==> config.mk <==
export PLATFORM = sky130hd
export DESIGN_NAME = hex_text_to_byte_parser_top_flat
export DESIGN_NICKNAME = d
export VERILOG_FILES = /design/src/hexp_pkg.sv /design/src/hexp_if.sv /design/src/hexp_front.sv /design/src/hexp_queue.sv /design/src/hexp_back.sv /design/src/hex_text_to_byte_parser_top.sv /design/src/flat_wrapper.sv
export SDC_FILE = /design/constraint.sdc
export NUM_CORES = 1
export LEC_CHECK = 0
export ABC_AREA = 1
export BUFFER_PORTS_ARGS = -buffer_cell sky130_fd_sc_hd__buf_2
export CAP_MARGIN = 0
export CORE_MARGIN = 5
export CORE_UTILIZATION = 55
export CTS_BUF_LIST = sky130_fd_sc_hd__clkbuf_2 sky130_fd_sc_hd__clkbuf_4 sky130_fd_sc_hd__clkbuf_8
export DETAILED_ROUTE_END_ITERATION = 12
export PLACE_DENSITY = 0.88
export REMOVE_ABC_BUFFERS = 1
export SETUP_SLACK_MARGIN = 0.2
export SLEW_MARGIN = 20
export SYNTH_ARGS = -nofsm -noshare
export SYNTH_HDL_FRONTEND = slang
export SYNTH_SLANG_ARGS = --single-unit
==> constraint.sdc <==
create_clock -name clk -period 3 [get_ports clk]
set_input_delay 0.45 -clock clk [delete_from_list [all_inputs] [get_ports clk]]
set_output_delay 0.45 -clock clk [all_outputs]
set_load 0.005 [all_outputs]
==> src/hexp_pkg.sv <==
package hexp_pkg;

  localparam logic [7:0] CHR_COMMENT = 8'h23;
  localparam logic [7:0] CHR_NEWLINE = 8'h0a;
  localparam logic [7:0] CHR_SPACE   = 8'h20;
  localparam logic [7:0] CASE_BIT    = 8'h20;
  localparam logic [7:0] NIBBLE_MASK = 8'h0f;

  localparam logic [31:0] MAX_CHARS  = 32'hffff_ffff;
  localparam logic [23:0] MAX_LINES  = 24'hff_ffff;
  localparam logic [15:0] MAX_COLUMN = 16'hffff;

  localparam int unsigned QUEUE_DEPTH = 2;

  // Character class worked out by the front end
  typedef struct packed {
    logic       is_hex;
    logic       is_blank;
    logic       is_comment;
    logic       is_newline;
    logic [3:0] nibble;
  } chr_class_t;

  function automatic chr_class_t classify(input logic [7:0] ch);
    chr_class_t c;
    logic [7:0] f;
    logic [7:0] v;
    c = '0;
    v = '0;
    f = ch;
    if (ch >= 8'h41 && ch <= 8'h46) begin
      f = ch | CASE_BIT;
    end
    if (f >= 8'h30 && f <= 8'h39) begin
      c.is_hex = 1'b1;
      v = (f - 8'h30) & NIBBLE_MASK;
    end else if (f >= 8'h61 && f <= 8'h66) begin
      c.is_hex = 1'b1;
      v = (f - 8'h61 + 8'h0a) & NIBBLE_MASK;
    end
    c.nibble     = v[3:0];
    c.is_blank   = (ch == CHR_SPACE) || (ch >= 8'h09 && ch <= 8'h0d);
    c.is_comment = (ch == CHR_COMMENT);
    c.is_newline = (ch == CHR_NEWLINE);
    return c;
  endfunction

endpackage

==> src/hexp_if.sv <==
interface hexp_char_if;
  logic       valid;
  logic       ready;
  logic [7:0] char_in;

  modport source (output valid, output char_in, input ready);
  modport sink   (input valid, input char_in, output ready);
endinterface

interface hexp_result_if;
  logic        valid;
  logic        ready;
  logic        byte_valid;
  logic [7:0]  out_byte;
  logic        error_code;
  logic [31:0] char_total;
  logic [23:0] line_total;
  logic [15:0] column_now;

  modport source (output valid, output byte_valid, output out_byte, output error_code,
                  output char_total, output line_total, output column_now, input ready);
  modport sink   (input valid, input byte_valid, input out_byte, input error_code,
                  input char_total, input line_total, input column_now, output ready);
endinterface

==> src/hexp_front.sv <==
module hexp_front (
  hexp_char_if.sink            char_chan,
  input  logic                 queue_ready,
  output logic                 push,
  output hexp_pkg::chr_class_t push_class
);
  import hexp_pkg::*;

  assign char_chan.ready = queue_ready;
  assign push            = char_chan.valid && queue_ready;
  assign push_class      = classify(char_chan.char_in);

endmodule

==> src/hexp_queue.sv <==
module hexp_queue (
  input  logic                 clk,
  input  logic                 rst,
  input  logic                 push,
  input  hexp_pkg::chr_class_t push_class,
  output logic                 ready,
  input  logic                 pop,
  output logic                 pop_valid,
  output hexp_pkg::chr_class_t pop_class
);
  import hexp_pkg::*;

  localparam int unsigned PtrW = (QUEUE_DEPTH > 1) ? $clog2(QUEUE_DEPTH) : 1;
  localparam int unsigned CntW = $clog2(QUEUE_DEPTH + 1);
  localparam logic [PtrW-1:0] LastPtr = PtrW'(QUEUE_DEPTH - 1);
  localparam logic [CntW-1:0] FullCnt = CntW'(QUEUE_DEPTH);

  chr_class_t        entries [QUEUE_DEPTH];
  logic [PtrW-1:0]   wr_ptr;
  logic [PtrW-1:0]   rd_ptr;
  logic [CntW-1:0]   count;

  assign ready     = (count != FullCnt);
  assign pop_valid = (count != '0);
  assign pop_class = entries[rd_ptr];

  always_ff @(posedge clk) begin
    if (push) begin
      entries[wr_ptr] <= push_class;
    end
  end

  always_ff @(posedge clk) begin
    if (rst) begin
      wr_ptr <= '0;
      rd_ptr <= '0;
      count  <= '0;
    end else begin
      if (push) begin
        wr_ptr <= (wr_ptr == LastPtr) ? '0 : wr_ptr + 1'b1;
      end
      if (pop) begin
        rd_ptr <= (rd_ptr == LastPtr) ? '0 : rd_ptr + 1'b1;
      end
      unique case ({push, pop})
        2'b10:   count <= count + 1'b1;
        2'b01:   count <= count - 1'b1;
        default: count <= count;
      endcase
    end
  end

endmodule

==> src/hexp_back.sv <==
module hexp_back (
  input  logic                 clk,
  input  logic                 rst,
  input  logic                 q_valid,
  input  hexp_pkg::chr_class_t q_class,
  output logic                 q_pop,
  hexp_result_if.source        result_chan
);
  import hexp_pkg::*;

  localparam logic [1:0] PH_IDLE    = 2'd0;
  localparam logic [1:0] PH_PAIR    = 2'd1;
  localparam logic [1:0] PH_COMMENT = 2'd2;

  logic [1:0]  phase, phase_next;
  logic [3:0]  high_nibble, high_nibble_next;
  logic        error_latched, error_next;
  logic [31:0] char_counter, char_next;
  logic [23:0] line_counter, line_next;
  logic [15:0] column_counter, column_next;
  logic        byte_hit;
  logic [7:0]  byte_val;

  logic        res_valid;
  logic        res_byte_valid;
  logic [7:0]  res_byte;

  // output register is free or being emptied this cycle
  assign q_pop = q_valid && (!res_valid || result_chan.ready);

  always_comb begin
    phase_next       = phase;
    high_nibble_next = high_nibble;
    error_next       = error_latched;
    char_next        = char_counter;
    line_next        = line_counter;
    column_next      = column_counter;
    byte_hit         = 1'b0;
    byte_val         = '0;
    if (!error_latched) begin
      if (char_counter != MAX_CHARS) begin
        char_next = char_counter + 1'b1;
      end
      if (q_class.is_newline) begin
        if (line_counter != MAX_LINES) begin
          line_next = line_counter + 1'b1;
        end
        column_next = '0;
      end else if (column_counter != MAX_COLUMN) begin
        column_next = column_counter + 1'b1;
      end
      unique case (phase)
        PH_PAIR: begin
          if (q_class.is_hex) begin
            byte_hit   = 1'b1;
            byte_val   = {high_nibble, q_class.nibble};
            phase_next = PH_IDLE;
          end else begin
            error_next = 1'b1;
          end
        end
        PH_COMMENT: begin
          if (q_class.is_newline) begin
            phase_next = PH_IDLE;
          end
        end
        default: begin
          // unused code behaves as idle
          priority if (q_class.is_blank) begin
            phase_next = PH_IDLE;
          end else if (q_class.is_comment) begin
            phase_next = PH_COMMENT;
          end else if (q_class.is_hex) begin
            high_nibble_next = q_class.nibble;
            phase_next       = PH_PAIR;
          end else begin
            error_next = 1'b1;
          end
        end
      endcase
    end
  end

  always_ff @(posedge clk) begin
    if (rst) begin
      phase          <= PH_IDLE;
      high_nibble    <= '0;
      error_latched  <= 1'b0;
      char_counter   <= '0;
      line_counter   <= '0;
      column_counter <= '0;
      res_valid      <= 1'b0;
    end else begin
      if (q_pop) begin
        phase          <= phase_next;
        high_nibble    <= high_nibble_next;
        error_latched  <= error_next;
        char_counter   <= char_next;
        line_counter   <= line_next;
        column_counter <= column_next;
        res_valid      <= 1'b1;
      end else if (result_chan.ready) begin
        res_valid <= 1'b0;
      end
    end
  end

  always_ff @(posedge clk) begin
    if (q_pop) begin
      res_byte_valid <= byte_hit;
      res_byte       <= byte_val;
    end
  end

  // counters and error are only updated on a pop, so the registered state
  // equals the result held in the output register
  assign result_chan.valid      = res_valid;
  assign result_chan.byte_valid = res_byte_valid;
  assign result_chan.out_byte   = res_byte;
  assign result_chan.error_code = error_latched;
  assign result_chan.char_total = char_counter;
  assign result_chan.line_total = line_counter;
  assign result_chan.column_now = column_counter;

endmodule

==> src/hex_text_to_byte_parser_top.sv <==
// Hex text to byte parser: takes one character per transaction on char_chan and gives
// exactly one result transaction per character on result_chan, carrying the assembled
// byte (when the character closed a pair of hex digits), the sticky illegal-sequence
// flag and the saturating character, line and column counts. The block sustains one
// character per clock cycle while result_chan is ready; a taken character is written to the
// queue, then popped by the back end, whose parse state update fills the output register.
// A two-entry queue between the classifier and the parser, plus the output register,
// lets the input keep flowing while a result waits; ready falls only once the queue
// is full.
module hex_text_to_byte_parser_top (
  input  logic          clk,
  input  logic          rst,
  hexp_char_if.sink     char_chan,
  hexp_result_if.source result_chan
);
  import hexp_pkg::*;

  logic       push;
  chr_class_t push_class;
  logic       queue_ready;
  logic       q_valid;
  chr_class_t q_class;
  logic       q_pop;

  hexp_front u_front (
    .char_chan   (char_chan),
    .queue_ready (queue_ready),
    .push        (push),
    .push_class  (push_class)
  );

  hexp_queue u_queue (
    .clk        (clk),
    .rst        (rst),
    .push       (push),
    .push_class (push_class),
    .ready      (queue_ready),
    .pop        (q_pop),
    .pop_valid  (q_valid),
    .pop_class  (q_class)
  );

  hexp_back u_back (
    .clk         (clk),
    .rst         (rst),
    .q_valid     (q_valid),
    .q_class     (q_class),
    .q_pop       (q_pop),
    .result_chan (result_chan)
  );

endmodule

==> src/flat_wrapper.sv <==
// flat-port wrapper written by rule: the top's interface ports become plain ports
module hex_text_to_byte_parser_top_flat import hexp_pkg::*;
  (clk, rst, char_chan_valid, char_chan_char_in, char_chan_ready, result_chan_valid, result_chan_byte_valid, result_chan_out_byte, result_chan_error_code, result_chan_char_total, result_chan_line_total, result_chan_column_now, result_chan_ready);
  hexp_char_if char_chan_i ();
  hexp_result_if result_chan_i ();
  input  logic clk;
  input  logic rst;
  input wire logic [$bits(char_chan_i.valid)-1:0] char_chan_valid;
  input wire logic [$bits(char_chan_i.char_in)-1:0] char_chan_char_in;
  output wire logic [$bits(char_chan_i.ready)-1:0] char_chan_ready;
  output wire logic [$bits(result_chan_i.valid)-1:0] result_chan_valid;
  output wire logic [$bits(result_chan_i.byte_valid)-1:0] result_chan_byte_valid;
  output wire logic [$bits(result_chan_i.out_byte)-1:0] result_chan_out_byte;
  output wire logic [$bits(result_chan_i.error_code)-1:0] result_chan_error_code;
  output wire logic [$bits(result_chan_i.char_total)-1:0] result_chan_char_total;
  output wire logic [$bits(result_chan_i.line_total)-1:0] result_chan_line_total;
  output wire logic [$bits(result_chan_i.column_now)-1:0] result_chan_column_now;
  input wire logic [$bits(result_chan_i.ready)-1:0] result_chan_ready;
  assign char_chan_i.valid = char_chan_valid;
  assign char_chan_i.char_in = char_chan_char_in;
  assign char_chan_ready = char_chan_i.ready;
  assign result_chan_valid = result_chan_i.valid;
  assign result_chan_byte_valid = result_chan_i.byte_valid;
  assign result_chan_out_byte = result_chan_i.out_byte;
  assign result_chan_error_code = result_chan_i.error_code;
  assign result_chan_char_total = result_chan_i.char_total;
  assign result_chan_line_total = result_chan_i.line_total;
  assign result_chan_column_now = result_chan_i.column_now;
  assign result_chan_i.ready = result_chan_ready;
  hex_text_to_byte_parser_top u_core (.clk(clk), .rst(rst), .char_chan(char_chan_i), .result_chan(result_chan_i));
endmodule
== After elaboration in Yosys (flattened, before gate mapping) ==
Memories as Yosys holds them, arrays and structs flattened. A register that Yosys moved wholly into a read port is not among the register bits.
Cells that the tools add are included.
Storage, ports and cells
  bits in registers: 93
  word-level logic and storage cells: 100
  output and inout bits: 84
  bits in writable memories: 16
  input port bits: 12
  memories: 1
Memories
  u_core.u_queue.entries: words 2, bits a word 8, rd ports 1, clocked after memory_dff 1, wr ports 1, line hexp_queue.sv:18  | chr_class_t entries [QUEUE_DEPTH];
Operators by class
  reductions and logical operators: 22
  add/sub/neg operators: 10
  order comparisons: 8
  muxes and demuxes: 28
  eq/ne operators: 13
  bitwise gates (word level): 6
Operators with widths (count)
  $add 32x1->32 const B: 1
  $mux 16: 2
  $ne 32x32->1 const B: 1
  $add 24x1->24 const B: 1
  $ne 24x24->1 const B: 1
  $add 16x1->16 const B: 1
  $eq 8x6->1 const B: 2
  $ge 8x7->1 const B: 2
  $le 8x7->1 const B: 2
  $ne 16x16->1 const B: 1
  $mux 1: 15
  $mux 2: 5
  $eq 8x4->1 const B: 1
  $ge 8x4->1 const B: 1
  $ge 8x6->1 const B: 1
  $le 8x4->1 const B: 1
  $le 8x6->1 const B: 1
  $mux 4: 2
  $pmux 2 s2: 2
  $reduce_bool 2->1: 4
  $sub 4x1->4 const B: 2
  $logic_and 1x1->1: 6
  $mux 6: 1
  $not 1->1: 6
  18 further kinds: 25

== Longest topological paths before layout ==
  word-level depth: 7
  gate-level depth with buffers: 11
  mapped depth without buffers: 10

== Modules after synthesis ==
Synthesis repeated with hierarchy kept, for this count alone.
Unflattened totals
  cells, all modules: 909
  area total of the unflattened synthesis: 6346.1 sq um
Modules (own cells, without submodules)
  hexp_back: instances 1, cells each 781, area an instance 5117.4 sq um, seq. area each 1871.8 sq um
  hexp_queue: instances 1, cells each 57, area an instance 835.8 sq um, seq. area each 580.6 sq um
  hexp_front: instances 1, cells each 71, area an instance 392.9 sq um, seq. area each 0.0 sq um

== Worst setup path before layout ==
Ideal clock, no wire load.
  kind: register to register
  start point: reg u_core.u_back.line_counter[0], in the netlist u_core.u_back.result_chan.line_total[0]
  end point: reg u_core.u_back.line_counter[14], in the netlist u_core.u_back.result_chan.line_total[14]
  stages on the path, launching flop included: 12
  data arrival time: 1640 ps
  required time: 2860 ps
  setup time: 140 ps
  path buffers: 1
  setup slack: 1220 ps
  cell sequence: dfxtp_1 > ha_1 > inv_2 > nor2_4 > nand2_2 > nor2_4 > nand2_4 > nand3_4 > inv_2 > buf_6 > nand2_1 > a21oi_2
On the way
  cells in the longest elaborated chain, start to end: 2
Ends and longest elaborated chain
  start: declaration: line hexp_back.sv:19  | logic [23:0] line_counter, line_next;
  start signal: assignment: line hexp_back.sv:99  | line_counter <= line_next;
  parallel branches: the longest is 2 deep, another holds $add 24x1->24
Several ways; the timed one is not identified.
A chain may end at the register's enable or synchronous reset.

== Worst setup path after layout ==
  start point: reg u_core.u_back.line_counter[0], in the netlist u_core.u_back.result_chan.line_total[0]
  end point: reg u_core.u_back.line_counter[16], in the netlist u_core.u_back.result_chan.line_total[16]
The elaborated chain is that of the path after synthesis.

==> summary.md <==
| Metric | Value |
|---|---|
| CP Launch Point | u_core.u_back.result_chan.line_total[0] |
| Status | finished, final reports clean |
| Setup total negative slack | 0 ps |
| Antenna-violating nets left | 0 |
| Max cap viols | 0 |
| Synth top area cells | dfxtp_1, nand2_1, edfxtp_1 |
| Routed WL | ~15000 um |
| H-tree levels | 3 |
| Hold Buf Count CTS | 0 |
| Most frequent cells in the layout | nand2_1, nor2_1, buf_2 |
| Worst-Margin Slew | 704 ps |
| Critical R2R Launch | u_core.u_back.result_chan.line_total[0] |
| Share of layout cells above drive strength 1 | approximately 17% |
| Kind of critical path | flop to flop |
| CTS tree | yes |
| Distinct cell type count after synthesis | 36 |
| CTS resizes | 0 |
| Final Max Tran Viols | 0 |
| Tcrit/Tclk final | approximately three quarters |
| Peak supply drop | between 0.3 and 0.4 mV |
| Grt ovf | 0 |
| Post-Synthesis Cell Area | approximately 0.0065 mm^2 |
| DR vias/cell | 5.25 |
| Area Growth Syn to Fin | 10.7% |
| DR pass1 iterations | 5 |
| Syn_area_per_cell | between 6 and 7 um^2 |
| Largest net degree at the start of global routing | 34 |
| Reg2reg setup slack | between 800 and 900 ps |
| Minimum clock period | around 2200 ps |
| Core ar. | between 0.01 and 0.015 mm^2 |
| Hold Crit Start | result_chan_ready |
| Type of the worst min-delay path | input pin to flop |
| Vias | 6239 |
| Nets@finish | about 1.1k |
| CP endpoint kind | flop |
| Leakage power | between 2 and 3 nW |
| Rel. slew slack | 52.9% |
| CP required | around 3300 ps |
| Antenna diodes | 0 |
| EDFF count, synth | 25 |
| R2R depth | 10 |
| Final setup vio count | 0 |
| Clk slew on worst S/H paths | 100 ps |
| Chip width | between 100 and 150 um |
| DIE AREA | ~0.014 mm^2 |
| Synth Register Bits | 110 |
| PortBufs | 95 |
| Dominant synthesized flop cell | dfxtp_1 |
| Die Span Y | ~120 um |
| Starting density of the core | ~57% |
| PD cells | between 500 and 600 mW/mm^2 |
| Max Buffers Root-to-Sink | 2 |
| Worst Setup Start Kind | flop |
| Final Total Pwr | approximately 0.0039 W |
| Cell Chain, Critical Path | ha_1 > inv_2 > nor2_4 > nand2_2 > nor2_4 > nand2_4 > nand3_4 > inv_2 > nand2_1 > a21oi_2 |
| Cells after Synth | around 960 |
| Gpl congestion | between 0.9 and 1 |
| Clk_skew | 17.5 ps |
| First-pass GRT wire length | 26200 um |
| DRT iter0 DRCs | roughly 450 |
| Skew-Pair Late Insertion Delay | slightly below 400 ps |
| IO Pins | 96 |
| Hold_ws | between 300 and 400 ps |
| Slowest CP cell | dfxtp_1 |
| CTS Sinks | 110 |
| Post-DP HPWL | 11300 um |
| Hold path cells | 4 |
| Num rows | 39 |
| Worst path max stage delay | 460 ps |
| Area leader, netlist | dfxtp_1 |
| Residual DRC count | 0 |
| Antenna violations before repair | 0 |
| Synth warnings | 0 |
| Setup repair bufs after CTS | 0 |
| Register area share after synthesis | between 30% and 40% |
| Routed len/inst | approximately 13 um |
| Number of CTS-inserted buffers | 9 |
| CTS Root Cell | clkbuf_8 |
| DP Worst Slack | between 800 and 900 ps |
| GRT Total Usage | about 22% |
| RSZ-0062 raised after global routing | no |
| Post-synth top area share | between 20% and 30% |
| Fin. Hold Viols | 0 |
| Vias in the first global route | roughly 5.7k |
| PnR worst setup slack | approximately 810 ps |
| Commonest non-fill, non-tap cell in the layout | nand2_1 |
| Worst EP arrival | 2460 ps |
| Async SR Flop Fraction | 0% |
| Crit-path max FO | 26 |
| FMAX | approximately 0.46 GHz |
-- synth_stat cells (6+ instances only) --
library cell	n
nor3_1	10
ha_1	11
nand3b_1	22
inv_2	8
clkbuf_1	8
inv_1	71
buf_4	6
a21oi_1	55
xor2_1	23
edfxtp_1	25
nand2_2	17
nand4_1	14
a21oi_2	22
nand2_1	334
o21ai_0	15
dfxtp_1	85
nand3_1	35
nor2_1	150
-- layer usage --
metal | routed length (um) | GRT usage, %
met5 | 0 | 0
met4 | 283 | 7.60
met3 | 970 | 4.31
met2 | 6970 | 35.6
met1 | 6990 | 28.7
-- final timing paths --
kind                                               to
max          u_core.u_back.result_chan.line_total[16]
max reg2reg  u_core.u_back.result_chan.line_total[16]
min                   u_core.u_back.result_chan.valid
min reg2reg              u_core.u_back.high_nibble[2]
-- metrics by stage --
step | std cells | area (um^2) | utilization [%]
6_report | 1189 | 7220 | 62.7
3_3_place_gp | 1173 | 7040 | 61.2
2_1_floorplan | 932 | 6370 | -
4_1_cts | 1189 | 7220 | 62.7
3_5_place_dp | 1173 | 7040 | 61.2
5_1_grt | 1189 | 7220 | 62.7
-- logic make-up (layout without fill, tap and decap cells) --
kind of cell    after synthesis  count (layout)  synth area share, %
simple gates                600             600                 39.8
flops                       110             110                 37.6
buf+inv                     102             193                 6.94
compound gates              100             100                 9.17
xor+xnor                     28              28                 3.76
fa+ha+maj                    11              11                 2.11
mux                           4               4                0.614
-- sequential cells by signal, summed over array words and instances (netlist names), named ones only --
signal and flops:
u_core.u_back.result_chan.out_byte 8, u_core.u_queue.entries 16, u_core.u_back.result_chan.byte_valid 1, u_core.u_queue.rd_ptr 1, u_core.u_back.phase 2, u_core.u_back.result_chan.column_now 16, u_core.u_queue.wr_ptr 1, u_core.u_back.result_chan.valid 1
u_core.u_back.result_chan.char_total 32, u_core.u_back.high_nibble 4, u_core.u_back.result_chan.error_code 1, u_core.u_queue.count 2, u_core.u_back.result_chan.line_total 24
-- worst max-delay path: cells and delay by family, from the launching register on --
kind                     cells  cell delay (ps)
flip-flops                   1              460
adder cells (fa/ha/maj)      1              330
AO/OA/AOI/OAI                1               50
AND/OR/NAND/NOR              6              920
buffers and inverters        2              310
-- where the power goes --
group | total, W | switching, W | leakage [nW] | internal, W
combinational | 0.00127 | 0.000936 | 1.94 | 0.000332
sequential | 0.00182 | 0.000108 | 0.931 | 0.00171
clock | 0.000848 | 0.000512 | 0.0952 | 0.000336
total | 0.00394 | 0.00156 | 2.96 | 0.00238
-- layout make-up --
cell class	instances	area (um^2)
clock buffer	12	146
clock inverter	4	31.3
fill	1049	4300
inverter	79	297
multi-input combinational	743	3620
sequential	110	2450
tap	143	179
timing repair buffer	98	498
Power figures use the tool's default switching activity.
